$ cat src/sv/udprx_pkg.sv
// Package for the UDP receive checker: item and result types, codes and constants.
// Shared by the interfaces, the datagram tracker, the verdict logic and the top level.
package udprx_pkg;

   localparam int PORT_REGS   = 4;
   localparam int SLOT_W      = 2;
   localparam int CSR_INDEX_W = 3;
   localparam int CSR_DATA_W  = 32;
   localparam int FIFO_DEPTH  = 4;

   localparam logic [15:0] UDP_HDR_BYTES = 16'd8;
   localparam logic [15:0] UDP_PROTO     = 16'd17;
   localparam logic [15:0] POS_SATURATED = 16'hFFFF;

   typedef enum logic [CSR_INDEX_W-1:0] {
      CSR_LOCAL_IP  = 3'd0,
      CSR_PORT_0    = 3'd1,
      CSR_PORT_1    = 3'd2,
      CSR_PORT_2    = 3'd3,
      CSR_PORT_3    = 3'd4,
      CSR_SLOT_MASK = 3'd5
   } csr_index_type;

   typedef enum logic [1:0] {
      VERDICT_SHORT       = 2'd0,
      VERDICT_BAD_SUM     = 2'd1,
      VERDICT_DELIVERED   = 2'd2,
      VERDICT_UNREACHABLE = 2'd3
   } verdict_type;

   typedef struct packed {
      logic [31:0] sender_ip;
      logic [7:0]  data_byte;
      logic        end_of_datagram;
   } item_type;

   // Everything the verdict logic needs once the final byte has been folded in.
   typedef struct packed {
      logic [15:0] sum;
      logic [7:0]  tail_byte;
      logic        odd_count;
      logic        short_count;
      logic [15:0] sender_sum;
      logic [15:0] length;
      logic [15:0] source_port;
      logic [15:0] dst_port;
      logic [15:0] checksum;
   } finish_type;

   typedef struct packed {
      verdict_type       verdict;
      logic [SLOT_W-1:0] matched_slot;
      logic [15:0]       source_port;
      logic [15:0]       payload_length;
   } result_type;

   // Ones'-complement add with end-around carry.
   function automatic logic [15:0] oc_add(input logic [15:0] a, input logic [15:0] b);
      logic [16:0] s;
      s = {1'b0, a} + {1'b0, b};
      return s[15:0] + {15'd0, s[16]};
   endfunction

endpackage

$ cat src/sv/udprx_if.sv
// Handshake channel interfaces of the UDP receive checker: datagram bytes in,
// verdicts out, and the register write port. Depends on udprx_pkg for widths.
interface udprx_req_if;
   logic        valid;
   logic        ready;
   logic [31:0] sender_ip;
   logic [7:0]  data_byte;
   logic        end_of_datagram;

   modport source (output valid, sender_ip, data_byte, end_of_datagram, input ready);
   modport sink   (input valid, sender_ip, data_byte, end_of_datagram, output ready);
endinterface

interface udprx_rsp_if;
   logic        valid;
   logic        ready;
   logic [1:0]  verdict;
   logic [1:0]  matched_slot;
   logic [15:0] source_port;
   logic [15:0] payload_length;

   modport source (output valid, verdict, matched_slot, source_port, payload_length,
                   input ready);
   modport sink   (input valid, verdict, matched_slot, source_port, payload_length,
                   output ready);
endinterface

interface udprx_csr_if;
   import udprx_pkg::*;
   logic                   valid;
   logic                   ready;
   logic [CSR_INDEX_W-1:0] index;
   logic [CSR_DATA_W-1:0]  data;

   modport source (output valid, index, data, input ready);
   modport sink   (input valid, index, data, output ready);
endinterface

$ cat src/sv/udprx_datagram.sv
// Per-datagram tracker: captures the UDP header and keeps the running checksum.
// On the final byte it hands a finish record to the verdict logic. Uses udprx_pkg.
module udprx_datagram (
   input  logic                  clock,
   input  logic                  reset,
   input  logic                  item_valid,
   input  udprx_pkg::item_type   item,
   output logic                  fin_valid,
   output udprx_pkg::finish_type fin
);
   import udprx_pkg::*;

   logic [15:0] pos_ff, pos_in;
   logic [15:0] sum_ff, sum_in;
   logic [7:0]  pend_ff, pend_in;
   logic [15:0] src_ff, src_in;
   logic [15:0] dst_ff, dst_in;
   logic [15:0] len_ff, len_in;
   logic [15:0] csum_ff, csum_in;
   logic [15:0] ssum_ff, ssum_in;
   logic        fin_valid_ff, fin_valid_in;
   finish_type  fin_ff, fin_in;
   logic [7:0]  cb;

   always_comb begin
      pos_in  = pos_ff;
      sum_in  = sum_ff;
      pend_in = pend_ff;
      src_in  = src_ff;
      dst_in  = dst_ff;
      len_in  = len_ff;
      csum_in = csum_ff;
      ssum_in = ssum_ff;
      cb      = item.data_byte;
      if (item_valid && pos_ff != POS_SATURATED) begin
         if (pos_ff < UDP_HDR_BYTES) begin
            case (pos_ff[2:0])
               3'd0: src_in[15:8]  = item.data_byte;
               3'd1: src_in[7:0]   = item.data_byte;
               3'd2: dst_in[15:8]  = item.data_byte;
               3'd3: dst_in[7:0]   = item.data_byte;
               3'd4: len_in[15:8]  = item.data_byte;
               3'd5: len_in[7:0]   = item.data_byte;
               3'd6: begin
                  csum_in[15:8] = item.data_byte;
                  cb = 8'd0;
               end
               default: begin
                  csum_in[7:0] = item.data_byte;
                  cb = 8'd0;
               end
            endcase
         end
         if (pos_ff == 16'd0) begin
            ssum_in = oc_add(item.sender_ip[31:16], item.sender_ip[15:0]);
         end
         if (!pos_ff[0]) begin
            pend_in = cb;
         end else begin
            sum_in = oc_add(sum_ff, {pend_ff, cb});
         end
         pos_in = pos_ff + 16'd1;
      end
   end

   always_comb begin
      fin_valid_in       = item_valid && item.end_of_datagram;
      fin_in.sum         = sum_in;
      fin_in.tail_byte   = pend_in;
      fin_in.odd_count   = pos_in[0];
      fin_in.short_count = pos_in < UDP_HDR_BYTES;
      fin_in.sender_sum  = ssum_in;
      fin_in.length      = len_in;
      fin_in.source_port = src_in;
      fin_in.dst_port    = dst_in;
      fin_in.checksum    = csum_in;
   end

   always_ff @(posedge clock) begin
      if (reset || fin_valid_in) begin
         pos_ff  <= '0;
         sum_ff  <= '0;
         pend_ff <= '0;
         src_ff  <= '0;
         dst_ff  <= '0;
         len_ff  <= '0;
         csum_ff <= '0;
         ssum_ff <= '0;
      end else begin
         pos_ff  <= pos_in;
         sum_ff  <= sum_in;
         pend_ff <= pend_in;
         src_ff  <= src_in;
         dst_ff  <= dst_in;
         len_ff  <= len_in;
         csum_ff <= csum_in;
         ssum_ff <= ssum_in;
      end
   end

   always_ff @(posedge clock) begin
      if (reset) begin
         fin_valid_ff <= 1'b0;
      end else begin
         fin_valid_ff <= fin_valid_in;
      end
      fin_ff <= fin_in;
   end

   assign fin_valid = fin_valid_ff;
   assign fin       = fin_ff;

endmodule

$ cat src/sv/udprx_verdict.sv
// Verdict logic: folds the pseudo header into the datagram sum, checks it against
// the received checksum and searches the port table. Uses udprx_pkg.
module udprx_verdict #(
   parameter int HANDLER_SLOTS = 4
) (
   input  udprx_pkg::finish_type              fin,
   input  logic [15:0]                         local_sum,
   input  logic [udprx_pkg::PORT_REGS-1:0]     slot_enable,
   input  logic [udprx_pkg::PORT_REGS-1:0][15:0] port_entry,
   output udprx_pkg::result_type               result
);
   import udprx_pkg::*;

   logic [18:0]       total;
   logic [16:0]       fold1;
   logic [15:0]       folded;
   logic [15:0]       computed;
   logic [15:0]       tail_word;
   logic              found;
   logic [SLOT_W-1:0] slot;

   always_comb begin
      tail_word = fin.odd_count ? {fin.tail_byte, 8'd0} : 16'd0;
      total = 19'(fin.sum) + 19'(tail_word) + 19'(fin.sender_sum) + 19'(local_sum)
            + 19'(fin.length);
      fold1    = {1'b0, total[15:0]} + {14'd0, total[18:16]};
      folded   = fold1[15:0] + {15'd0, fold1[16]};
      computed = ~folded;
   end

   always_comb begin
      found = 1'b0;
      slot  = '0;
      for (int i = 0; i < PORT_REGS; i++) begin
         if (i < HANDLER_SLOTS && !found && slot_enable[i] && port_entry[i] == fin.dst_port)
         begin
            found = 1'b1;
            slot  = SLOT_W'(i);
         end
      end
   end

   always_comb begin
      result.source_port    = fin.source_port;
      result.matched_slot   = '0;
      result.payload_length = '0;
      if (fin.length < UDP_HDR_BYTES || fin.short_count) begin
         result.verdict = VERDICT_SHORT;
      end else if (computed != fin.checksum) begin
         result.verdict = VERDICT_BAD_SUM;
      end else if (found) begin
         result.verdict        = VERDICT_DELIVERED;
         result.matched_slot   = slot;
         result.payload_length = fin.length - UDP_HDR_BYTES;
      end else begin
         result.verdict = VERDICT_UNREACHABLE;
      end
   end

endmodule

$ cat src/sv/udp_receive_check_and_port_demux.sv
// UDP receive checker: takes one datagram byte per item at one item per clock while
// req ready is high, and gives one verdict per datagram. An accepted byte enters the
// input register, the next cycle folds it into the header capture and running
// checksum, and on the final byte the finish record is registered, the verdict is
// computed from it and written into a four-entry result queue, whose head is offered. The queue
// decouples the two sides; req ready falls only when queued and in-flight verdicts
// already fill it. Depends on udprx_pkg, the channel interfaces, udprx_datagram and
// udprx_verdict.
module udp_receive_check_and_port_demux #(
   parameter int HANDLER_SLOTS = 4
) (
   input  logic        clock,
   input  logic        reset,
   udprx_req_if.sink   req_bus,
   udprx_rsp_if.source rsp_bus,
   udprx_csr_if.sink   csr_bus
);
   import udprx_pkg::*;

   localparam int PTR_W = $clog2(FIFO_DEPTH);
   localparam int CNT_W = $clog2(FIFO_DEPTH + 1);

   logic                         s1_valid_ff;
   item_type                     s1_item_ff;
   logic                         req_accept;
   logic                         fin_valid;
   finish_type                   fin;
   result_type                   result;

   logic [15:0]                  local_sum_ff;
   logic [PORT_REGS-1:0][15:0]   port_entry_ff;
   logic [PORT_REGS-1:0]         slot_enable_ff;
   logic [1:0]                   port_sel;

   result_type                   fifo_ff [FIFO_DEPTH];
   logic [PTR_W-1:0]             wr_ptr_ff, rd_ptr_ff;
   logic [CNT_W-1:0]             count_ff, count_in;
   logic [CNT_W:0]               committed;
   logic                         pop;

   // Register port.
   assign csr_bus.ready = 1'b1;
   assign port_sel      = 2'(csr_bus.index - CSR_PORT_0);

   always_ff @(posedge clock) begin
      if (reset) begin
         local_sum_ff   <= UDP_PROTO;
         port_entry_ff  <= '0;
         slot_enable_ff <= '0;
      end else if (csr_bus.valid) begin
         unique case (csr_bus.index) inside
            CSR_LOCAL_IP: begin
               local_sum_ff <= oc_add(oc_add(csr_bus.data[31:16], csr_bus.data[15:0]),
                                      UDP_PROTO);
            end
            CSR_PORT_0, CSR_PORT_1, CSR_PORT_2, CSR_PORT_3: begin
               port_entry_ff[port_sel] <= csr_bus.data[15:0];
            end
            CSR_SLOT_MASK: begin
               slot_enable_ff <= csr_bus.data[PORT_REGS-1:0];
            end
            default: begin
            end
         endcase
      end
   end

   // Input register; ready is held back only by result queue space.
   assign committed = (CNT_W+1)'(count_ff)
                    + (CNT_W+1)'(s1_valid_ff && s1_item_ff.end_of_datagram)
                    + (CNT_W+1)'(fin_valid);
   assign req_bus.ready = committed < (CNT_W+1)'(FIFO_DEPTH);
   assign req_accept    = req_bus.valid && req_bus.ready;

   always_ff @(posedge clock) begin
      if (reset) begin
         s1_valid_ff <= 1'b0;
      end else begin
         s1_valid_ff <= req_accept;
      end
      if (req_accept) begin
         s1_item_ff.sender_ip       <= req_bus.sender_ip;
         s1_item_ff.data_byte       <= req_bus.data_byte;
         s1_item_ff.end_of_datagram <= req_bus.end_of_datagram;
      end
   end

   udprx_datagram u_datagram (
      .clock      (clock),
      .reset      (reset),
      .item_valid (s1_valid_ff),
      .item       (s1_item_ff),
      .fin_valid  (fin_valid),
      .fin        (fin)
   );

   udprx_verdict #(
      .HANDLER_SLOTS (HANDLER_SLOTS)
   ) u_verdict (
      .fin         (fin),
      .local_sum   (local_sum_ff),
      .slot_enable (slot_enable_ff),
      .port_entry  (port_entry_ff),
      .result      (result)
   );

   // Result queue.
   assign pop      = rsp_bus.valid && rsp_bus.ready;
   assign count_in = count_ff + CNT_W'(fin_valid) - CNT_W'(pop);

   always_ff @(posedge clock) begin
      if (reset) begin
         wr_ptr_ff <= '0;
         rd_ptr_ff <= '0;
         count_ff  <= '0;
      end else begin
         if (fin_valid) begin
            wr_ptr_ff <= wr_ptr_ff + PTR_W'(1);
         end
         if (pop) begin
            rd_ptr_ff <= rd_ptr_ff + PTR_W'(1);
         end
         count_ff <= count_in;
      end
      if (fin_valid) begin
         fifo_ff[wr_ptr_ff] <= result;
      end
   end

   assign rsp_bus.valid          = count_ff != '0;
   assign rsp_bus.verdict        = fifo_ff[rd_ptr_ff].verdict;
   assign rsp_bus.matched_slot   = fifo_ff[rd_ptr_ff].matched_slot;
   assign rsp_bus.source_port    = fifo_ff[rd_ptr_ff].source_port;
   assign rsp_bus.payload_length = fifo_ff[rd_ptr_ff].payload_length;

   a_no_overflow: assert property (@(posedge clock) disable iff (reset)
      fin_valid |-> (count_ff != CNT_W'(FIFO_DEPTH)) || pop)
      else $error("Result queue written while full.");

   a_final_byte_reaches_verdict: assert property (@(posedge clock) disable iff (reset)
      s1_valid_ff && s1_item_ff.end_of_datagram |=> fin_valid)
      else $error("Final byte did not produce a verdict.");

   a_only_delivered_has_slot: assert property (@(posedge clock) disable iff (reset)
      rsp_bus.valid && rsp_bus.verdict != VERDICT_DELIVERED
         |-> rsp_bus.matched_slot == '0 && rsp_bus.payload_length == '0)
      else $error("Slot or payload length given for an undelivered datagram.");

   a_count_tracks_queue: assert property (@(posedge clock) disable iff (reset)
      count_ff <= CNT_W'(FIFO_DEPTH))
      else $error("Result queue count out of range.");

endmodule
$ cat src/flat_wrapper.sv
// flat-port wrapper written by rule: the top's interface ports become plain ports
module udp_receive_check_and_port_demux_flat import udprx_pkg::*;
#(
   parameter int HANDLER_SLOTS = 4
)
  (clock, reset, req_bus_valid, req_bus_sender_ip, req_bus_data_byte, req_bus_end_of_datagram, req_bus_ready, rsp_bus_valid, rsp_bus_verdict, rsp_bus_matched_slot, rsp_bus_source_port, rsp_bus_payload_length, rsp_bus_ready, csr_bus_valid, csr_bus_index, csr_bus_data, csr_bus_ready);
  udprx_req_if req_bus_i ();
  udprx_rsp_if rsp_bus_i ();
  udprx_csr_if csr_bus_i ();
  input  logic clock;
  input  logic reset;
  input wire logic [$bits(req_bus_i.valid)-1:0] req_bus_valid;
  input wire logic [$bits(req_bus_i.sender_ip)-1:0] req_bus_sender_ip;
  input wire logic [$bits(req_bus_i.data_byte)-1:0] req_bus_data_byte;
  input wire logic [$bits(req_bus_i.end_of_datagram)-1:0] req_bus_end_of_datagram;
  output wire logic [$bits(req_bus_i.ready)-1:0] req_bus_ready;
  output wire logic [$bits(rsp_bus_i.valid)-1:0] rsp_bus_valid;
  output wire logic [$bits(rsp_bus_i.verdict)-1:0] rsp_bus_verdict;
  output wire logic [$bits(rsp_bus_i.matched_slot)-1:0] rsp_bus_matched_slot;
  output wire logic [$bits(rsp_bus_i.source_port)-1:0] rsp_bus_source_port;
  output wire logic [$bits(rsp_bus_i.payload_length)-1:0] rsp_bus_payload_length;
  input wire logic [$bits(rsp_bus_i.ready)-1:0] rsp_bus_ready;
  input wire logic [$bits(csr_bus_i.valid)-1:0] csr_bus_valid;
  input wire logic [$bits(csr_bus_i.index)-1:0] csr_bus_index;
  input wire logic [$bits(csr_bus_i.data)-1:0] csr_bus_data;
  output wire logic [$bits(csr_bus_i.ready)-1:0] csr_bus_ready;
  assign req_bus_i.valid = req_bus_valid;
  assign req_bus_i.sender_ip = req_bus_sender_ip;
  assign req_bus_i.data_byte = req_bus_data_byte;
  assign req_bus_i.end_of_datagram = req_bus_end_of_datagram;
  assign req_bus_ready = req_bus_i.ready;
  assign rsp_bus_valid = rsp_bus_i.valid;
  assign rsp_bus_verdict = rsp_bus_i.verdict;
  assign rsp_bus_matched_slot = rsp_bus_i.matched_slot;
  assign rsp_bus_source_port = rsp_bus_i.source_port;
  assign rsp_bus_payload_length = rsp_bus_i.payload_length;
  assign rsp_bus_i.ready = rsp_bus_ready;
  assign csr_bus_i.valid = csr_bus_valid;
  assign csr_bus_i.index = csr_bus_index;
  assign csr_bus_i.data = csr_bus_data;
  assign csr_bus_ready = csr_bus_i.ready;
  udp_receive_check_and_port_demux #(.HANDLER_SLOTS(HANDLER_SLOTS)) u_core (.clock(clock), .reset(reset), .req_bus(req_bus_i), .rsp_bus(rsp_bus_i), .csr_bus(csr_bus_i));
endmodule
$ cat config.mk
export PLATFORM = sky130hd
export DESIGN_NAME = udp_receive_check_and_port_demux_flat
export DESIGN_NICKNAME = d
export VERILOG_FILES = /design/src/sv/udprx_pkg.sv /design/src/sv/udprx_if.sv /design/src/sv/udprx_datagram.sv /design/src/sv/udprx_verdict.sv /design/src/sv/udp_receive_check_and_port_demux.sv /design/src/flat_wrapper.sv
export SDC_FILE = /design/constraint.sdc
export NUM_CORES = 1
export LEC_CHECK = 0
export ABC_AREA = 1
export BUFFER_PORTS_ARGS = -buffer_cell sky130_fd_sc_hd__buf_2
export CAP_MARGIN = 25
export CORE_UTILIZATION = 40
export CTS_BUF_LIST = sky130_fd_sc_hd__clkbuf_8 sky130_fd_sc_hd__clkbuf_16
export DETAILED_ROUTE_END_ITERATION = 6
export SETUP_SLACK_MARGIN = 0.05
export SLEW_MARGIN = 20
export SYNTH_ARGS = -nofsm -noshare
export SYNTH_HDL_FRONTEND = slang
export SYNTH_SLANG_ARGS = --single-unit
$ cat constraint.sdc
create_clock -name clock -period 19.9 [get_ports clock]
set_input_delay 0 -clock clock [delete_from_list [all_inputs] [get_ports clock]]
set_output_delay 0 -clock clock [all_outputs]
set_load 0.01 [all_outputs]
Yosys cells after proc, flatten, opt, wreduce, memory -nomap -nowiden --
Memory sizes are Yosys's and may differ from the RTL's. A register that Yosys moved wholly into a read port is not among the register bits. Index checks and enable logic that the tools add are counted.
Cells by class: order comparisons 6, reduce and logical (&&, ||, !) cells 27, bitwise logic cells 1, add/subtract/negate cells 23, muxes and demuxes 50, eq/ne operators 17
Operator list (number):
- 16-bit 2-to-1 mux | 18
- 8-bit 2-to-1 mux | 13
- 16-bit by 1-bit adder with 16-bit output | 5
- 16-bit by 16-bit adder with 17-bit output | 4
- 64-bit bitwise mux | 1
- 16-bit == test | 4
- 16-bit by 4-bit less-than comparator with 1-bit output, second input constant | 3
- 16-bit demux with 2-bit select | 1
- 18-bit by 16-bit adder with 19-bit output | 1
- 19-bit by 16-bit adder with 19-bit output | 1
- 17-bit by 16-bit adder with 18-bit output | 1
- 2-bit 2-to-1 mux | 9
- 16-bit by 3-bit adder with 17-bit output | 1
- 16-bit by 5-bit adder with 17-bit output, second input constant | 1
- 16-bit by 1-bit adder with 16-bit output, second input constant | 1
- 16-bit logical NOT | 1
- 16-bit inequality test | 1
- 16-bit inequality test, second input constant | 1
- 16-bit NOT | 1
- 16-bit by 4-bit subtractor with 16-bit output, second input constant | 1
- 3-bit == test, second input constant | 5
- 3-bit by 2-bit == test with 1-bit output, second input constant | 4
- 1-bit logical AND | 12
- 1-bit 2-to-1 mux | 8
- other kinds (18) | 26
Word-level totals: bits in writable memories 144, register bits 360, input port bits 81, memories 1, output and inout bits 39
Memories:
- u_core.fifo_ff | depth 4, bits a word 36, rd ports 1, clocked after memory_dff 1, wr ports 1, RTL line udp_receive_check_and_port_demux.sv:35 | result_type fifo_ff [FIFO_DEPTH];

Depth between registers and ports, before layout --
word-level depth 18, gate-level depth with buffers 55, gate-level depth less buffers 55

By module --
From an unflattened synthesis, not the netlist that was laid out.
Second synthesis, totals: cell total of the unflattened synthesis 3757, area, all modules 28474.8 um2
By module, submodules not included:
- udp_receive_check_and_port_demux | sequential area each 7437.1 um2, area each 12439.4 um2, instances 1, cells each 1297
- udprx_datagram | sequential area each 4544.4 um2, area each 10582.6 um2, instances 1, cells each 1496
- udprx_verdict | sequential area each 0.0 um2, area each 5452.7 um2, instances 1, cells each 964

Least setup slack after synthesis --
OpenSTA, ideal clock, no wires.
path type flip-flop to flip-flop, from reg u_core.u_datagram.fin_ff (netlist bit u_core.u_datagram.fin[81]), to mem u_core.fifo_ff[0][34] in the netlist's numbering (data pin), stages on the path, launching flop included 52, period minus slack after synthesis 7.381 ns, library setup time 0.258 ns, data required time 19.642 ns, arrival time 7.123 ns, buffers on the path 1, path slack 12.519 ns, cell sequence dfxtp_1 > clkbuf_1 > nand2_1 > fa_1 > inv_1 > fa_1 > fa_1 > ha_1 > nand2_1 > nor2_1 > nor2_1 > nand2_1 > nand2_1 > nand2_1 > nand2_1 > nand2_1 > nand2_1 > nand2_1 > (+16 left out) > nor3_1 > ha_1 > nand2_1 > nor2_1 > nand3_2 > nor2_4 > nand3_2 > nor2_4 > nand3_4 > nor2_4 > nand3_4 > nor2_4 > nand2_2 > nor2_2 > xor2_1 > nand4_2 > nand2_1 > inv_1
RTL lines:
- from (decl) | RTL line udprx_datagram.sv:22 | finish_type fin_ff, fin_in;
- from (signal assigned) | RTL line udprx_datagram.sv:107 | fin_ff <= fin_in;
- to (decl) | RTL line udp_receive_check_and_port_demux.sv:35

==> summary.md <==
| Metric | Value |
|---|---|
| CTS Buf Count | between 50 and 60 |
| DP Area | roughly 28000 um^2 |
| Xor/xnor share of the synthesized area | around 3.3% |
| Synth Net Count | 3419 |
| HPWL Detailed | ~47000 um |
| Global-route wire length before repair | 102000 um |
| Share of post-route cells with drive strength above 1 | between 10% and 20% |
| Post-Route WL | 65300 um |
| Longest Clk Path Bufs | 3 |
| Synthesized area | 26000 um^2 |
| Max Fclk | 113 MHz |
| CTS tree | yes |
| Rows | 93 |
| Share of total power in the clock network | 33.4% |
| Final setup violation count | 0 |
| R2r setup slk | roughly 11 ns |
| Async SR Flop Fraction | 0% |
| Placer Congestion | 0.921 |
| CP max-delay cell | nand4_1 |
| Maximum number of pins on one net before global-route repair | 84 |
| Initial antenna violation count | 0 |
| Startpoint class of the critical path | flop |
| Area of the core | 64300 um^2 |
| Max Slew Vio Count | 0 |
| Initial Util | 40.5% |
| Initial drt markers | approximately 1400 |
| Grt met1 use | a little over a quarter |
| FF-to-FF End | u_core.fifo_ff[2][33] |
| Via Count | 20600 |
| Reg2reg path depth | 50 |
| Die Y | 257 um |
| Avg Cell Area, Syn | 8.15 um^2 |
| Arrival time at the worst endpoint | between 9 and 10 ns |
| Dpl ws | 11.16 ns |
| Critical path capture point type | flop |
| Seq pwr share | 39.7% |
| GRT busiest layer | met2 |
| Count of cell types in the netlist | 58 |
| P_int | 2.00 mW |
| Vias/cell | between 4 and 5 |
| Pwr Total | 2.99 mW |
| Clock Skews | between 0.03 and 0.04 ns |
| Largest family of logic cells by synthesized area | simple AND/OR/NAND/NOR gates |
| Simple-gate share of the synthesized area | 20.8% |
| IO buf count | between 100 and 150 |
| Share of the synthesized area in the top cell type | between 20% and 30% |
| VDD IR-drop max | 0.0000751 V |
| RR Startpoint | u_core.u_datagram.fin[81] |
| Slew @ Worst Pin | around 0.96 ns |
| HP Class | in -> reg |
| Num ports | 120 |
| CTS clk-pin slew, worst paths | approximately 0.070 ns |
| CP required | 20.29 ns |
| Worst skew pair latency | between 0.6 and 0.7 ns |
| Switching portion of total power | between 30% and 40% |
| Post-Synth Adder-Cell Area | 8.27% |
| Sequential share of the synthesized area | 46.0% |
| Setup_tns | 0 ns |
| Top_reg_cell synth | dfxtp_1 |
| Most frequent CP cell | nand2_1 |
| Gate power share | a little over a quarter |
| Sink Count | 506 |
| Post-synth EDFFs | about 190 |
| DIE AREA | 66100 um^2 |
| Layout Nets | 3599 |
| Met3 global-route usage | 2.64% |
| Most frequent cells in the layout | inv_1 (568), nand2_1 (459), nor2_1 (402), dfxtp_1 (319), a21oi_1 (216) |
| Overall global routing resource usage | 19.5% |
| Fillers | 6264 |
| PwrDens | 99.4 nW/um^2 |
| Minimum clock period | 8.83 ns |
| # DRC | 0 |
| Remaining Overflow, GRT | 0 |
| Final worst-path cycle share | 44.4% |
| Met2 GRT Util | 31.9% |
| Max_slew headroom | between 30% and 40% |
| H-Tree Depth | 2 |
| Biggest area consumer among synthesized cells | dfxtp_1 |
| FF+latch count, synth | around 510 |
| Hold path depth | 2 |
| Syn-to-layout area delta | 15.5% |
| Critical Path Fanout Max | 11 |
| Postcts setup bufs | 0 |
| Top cells by area, synth | dfxtp_1 (25%), edfxtp_1 (21%), inv_1 (8.0%) |
| Final hold violation count | 0 |
| Die width | 257 um |
| Compound-cell area share of the yosys netlist | 11.9% |
| Min-delay src | req_bus_sender_ip[23] |
| Vias in the first global route | 18900 |
| Mapped Cells | 3193 |
| Commonest non-fill, non-tap cell in the layout | inv_1 |
| Multiplexer share of the synthesized area | 0% |
| TritonRoute pass-1 iters | 5 |
| Finished Cell Area | 30100 um^2 |
| CTS Root Buffer Type | clkbuf_16 |
| Number of cells upsized or downsized after cts | 0 |
| RSZ-0062 raised after global routing | false |
| Crit Path Category | reg -> reg |
| Ys Warns | 0 |
| Final ANT Viol Nets | 0 |
| Total of max-cap violations | 0 |
| Final WS setup | 11.07 ns |
| Leakage power | ~13 nW |
| Hold buffer count at cts | 76 |
| Status | finished, final reports clean |
| Slowest Stage Delay on Critical Path | about 0.63 ns |
| DR WL/cell | 15.3 um |
| Sw Pwr | roughly 0.98 mW |
| Hold endpoint | u_core.s1_item_ff[32] |
| Diodes inserted | 0 |
==> area by class of cell <==
cell class	count	area (um^2)	area share, %
sequential	506	12000	39.9
multi-input combinational	2026	11600	38.5
inverter	576	2160	7.20
timing repair buffer	211	1480	4.92
clock buffer	62	1460	4.86
tap	855	1070	3.56
clock inverter	35	328	1.09
==> per-layer routing <==
metal	wire length (um)	vias to the layer above	share of wire, %
met5	0	-	0
met4	1310	0	2.0
met3	2870	83	4.4
met2	29800	387	46
met1	31300	9451	48
li1	-	10700	-
==> worst max-delay path, delay by kind of cell, from the launching register on <==
kind	cells	cell delay [ns]
buffers and inverters	2	0.13
adders and majority gates	7	2.73
DFF	1	0.48
AOI/OAI and AO/OA	2	0.28
and+or+nand+nor	38	4.85
xor gates and xnor gates	1	0.14
==> cells in the mapped netlist, drive strengths merged, types with 2 or more instances <==
master / n
xnor2: 30
buf: 5
or2: 47
ha: 100
nor2: 432
inv: 572
a31oi: 2
fa: 45
a21oi: 218
nor3: 34
a31o: 3
nand3b: 14
edfxtp: 185
a221oi: 5
nor4: 14
clkinv: 4
o21a: 2
nand4: 37
nand2: 483
o21ai: 212
o21bai: 12
clkbuf: 80
nand3: 159
o22ai: 52
o2111ai: 4
a21o: 5
xor2: 65
a211oi: 42
dfxtp: 321
==> power groups by stage <==
stage	combinational, mW	clock, mW	sequential (mW)
after global placement	0.789	0	1.21
after detailed placement	0.792	0	1.21
after CTS	0.806	1.02	1.19
final	0.804	0.997	1.19
after floorplan	0.587	0	1.19
after global routing	0.912	1.06	1.19
==> registers in the layout, indices dropped and copies added, names as in the netlist, 3 cells and up, named ones only <==
register / count
u_core.slot_enable_ff: 4
u_core.u_datagram.csum_ff: 16
u_core.fifo_ff: 144
u_core.u_datagram.fin: 106
u_core.count_ff: 3
u_core.u_datagram.pos_ff: 16
u_core.u_datagram.pend_ff: 8
u_core.u_datagram.sum_ff: 16
u_core.port_entry_ff: 64
u_core.local_sum_ff: 16
u_core.u_datagram.ssum_ff: 16
u_core.u_datagram.src_ff: 16
u_core.u_datagram.len_ff: 16
u_core.s1_item_ff: 41
u_core.u_datagram.dst_ff: 16
==> kinds of logic (layout without fill, tap and decap cells) <==
| kind of cell | count (synthesis) | count (layout) |
|---|---|---|
| buffers and inverters | 661 | 884 |
| other | 1 | 1 |
| DFF | 506 | 506 |
| and+or+nand+nor | 1222 | 1222 |
| xor gates and xnor gates | 96 | 96 |
| AOI/OAI and AO/OA | 562 | 562 |
| adders and majority gates | 145 | 145 |
==> stage by stage <==
stage | hold slack, ns | cells | utilization [%]
after detailed placement | 0.178 | 4098 | 42.7
after global routing | 0.0783 | 4271 | 46.7
after global placement | 0.176 | 4098 | 42.7
final | 0.0945 | 4271 | 46.7
after CTS | 0.0590 | 4271 | 46.7
after floorplan | 0.0989 | 3193 | -
==> worst max-delay path by stage <==
stage,slack (ns),end,start,depth (start not counted)
3_5_place_dp,11.16,u_core.fifo_ff[1][33],u_core.u_datagram.fin[81],50
2_1_floorplan,12.52,u_core.fifo_ff[0][34],u_core.u_datagram.fin[81],51
4_1_cts,11.12,u_core.fifo_ff[1][33],u_core.u_datagram.fin[81],50
3_3_place_gp,11.36,u_core.fifo_ff[1][33],u_core.u_datagram.fin[81],52
5_1_grt,10.17,u_core.fifo_ff[1][33],u_core.u_datagram.fin[81],52
6_report,11.07,u_core.fifo_ff[2][33],u_core.u_datagram.fin[81],50
Note: power is estimated with default switching activity, not from simulation.
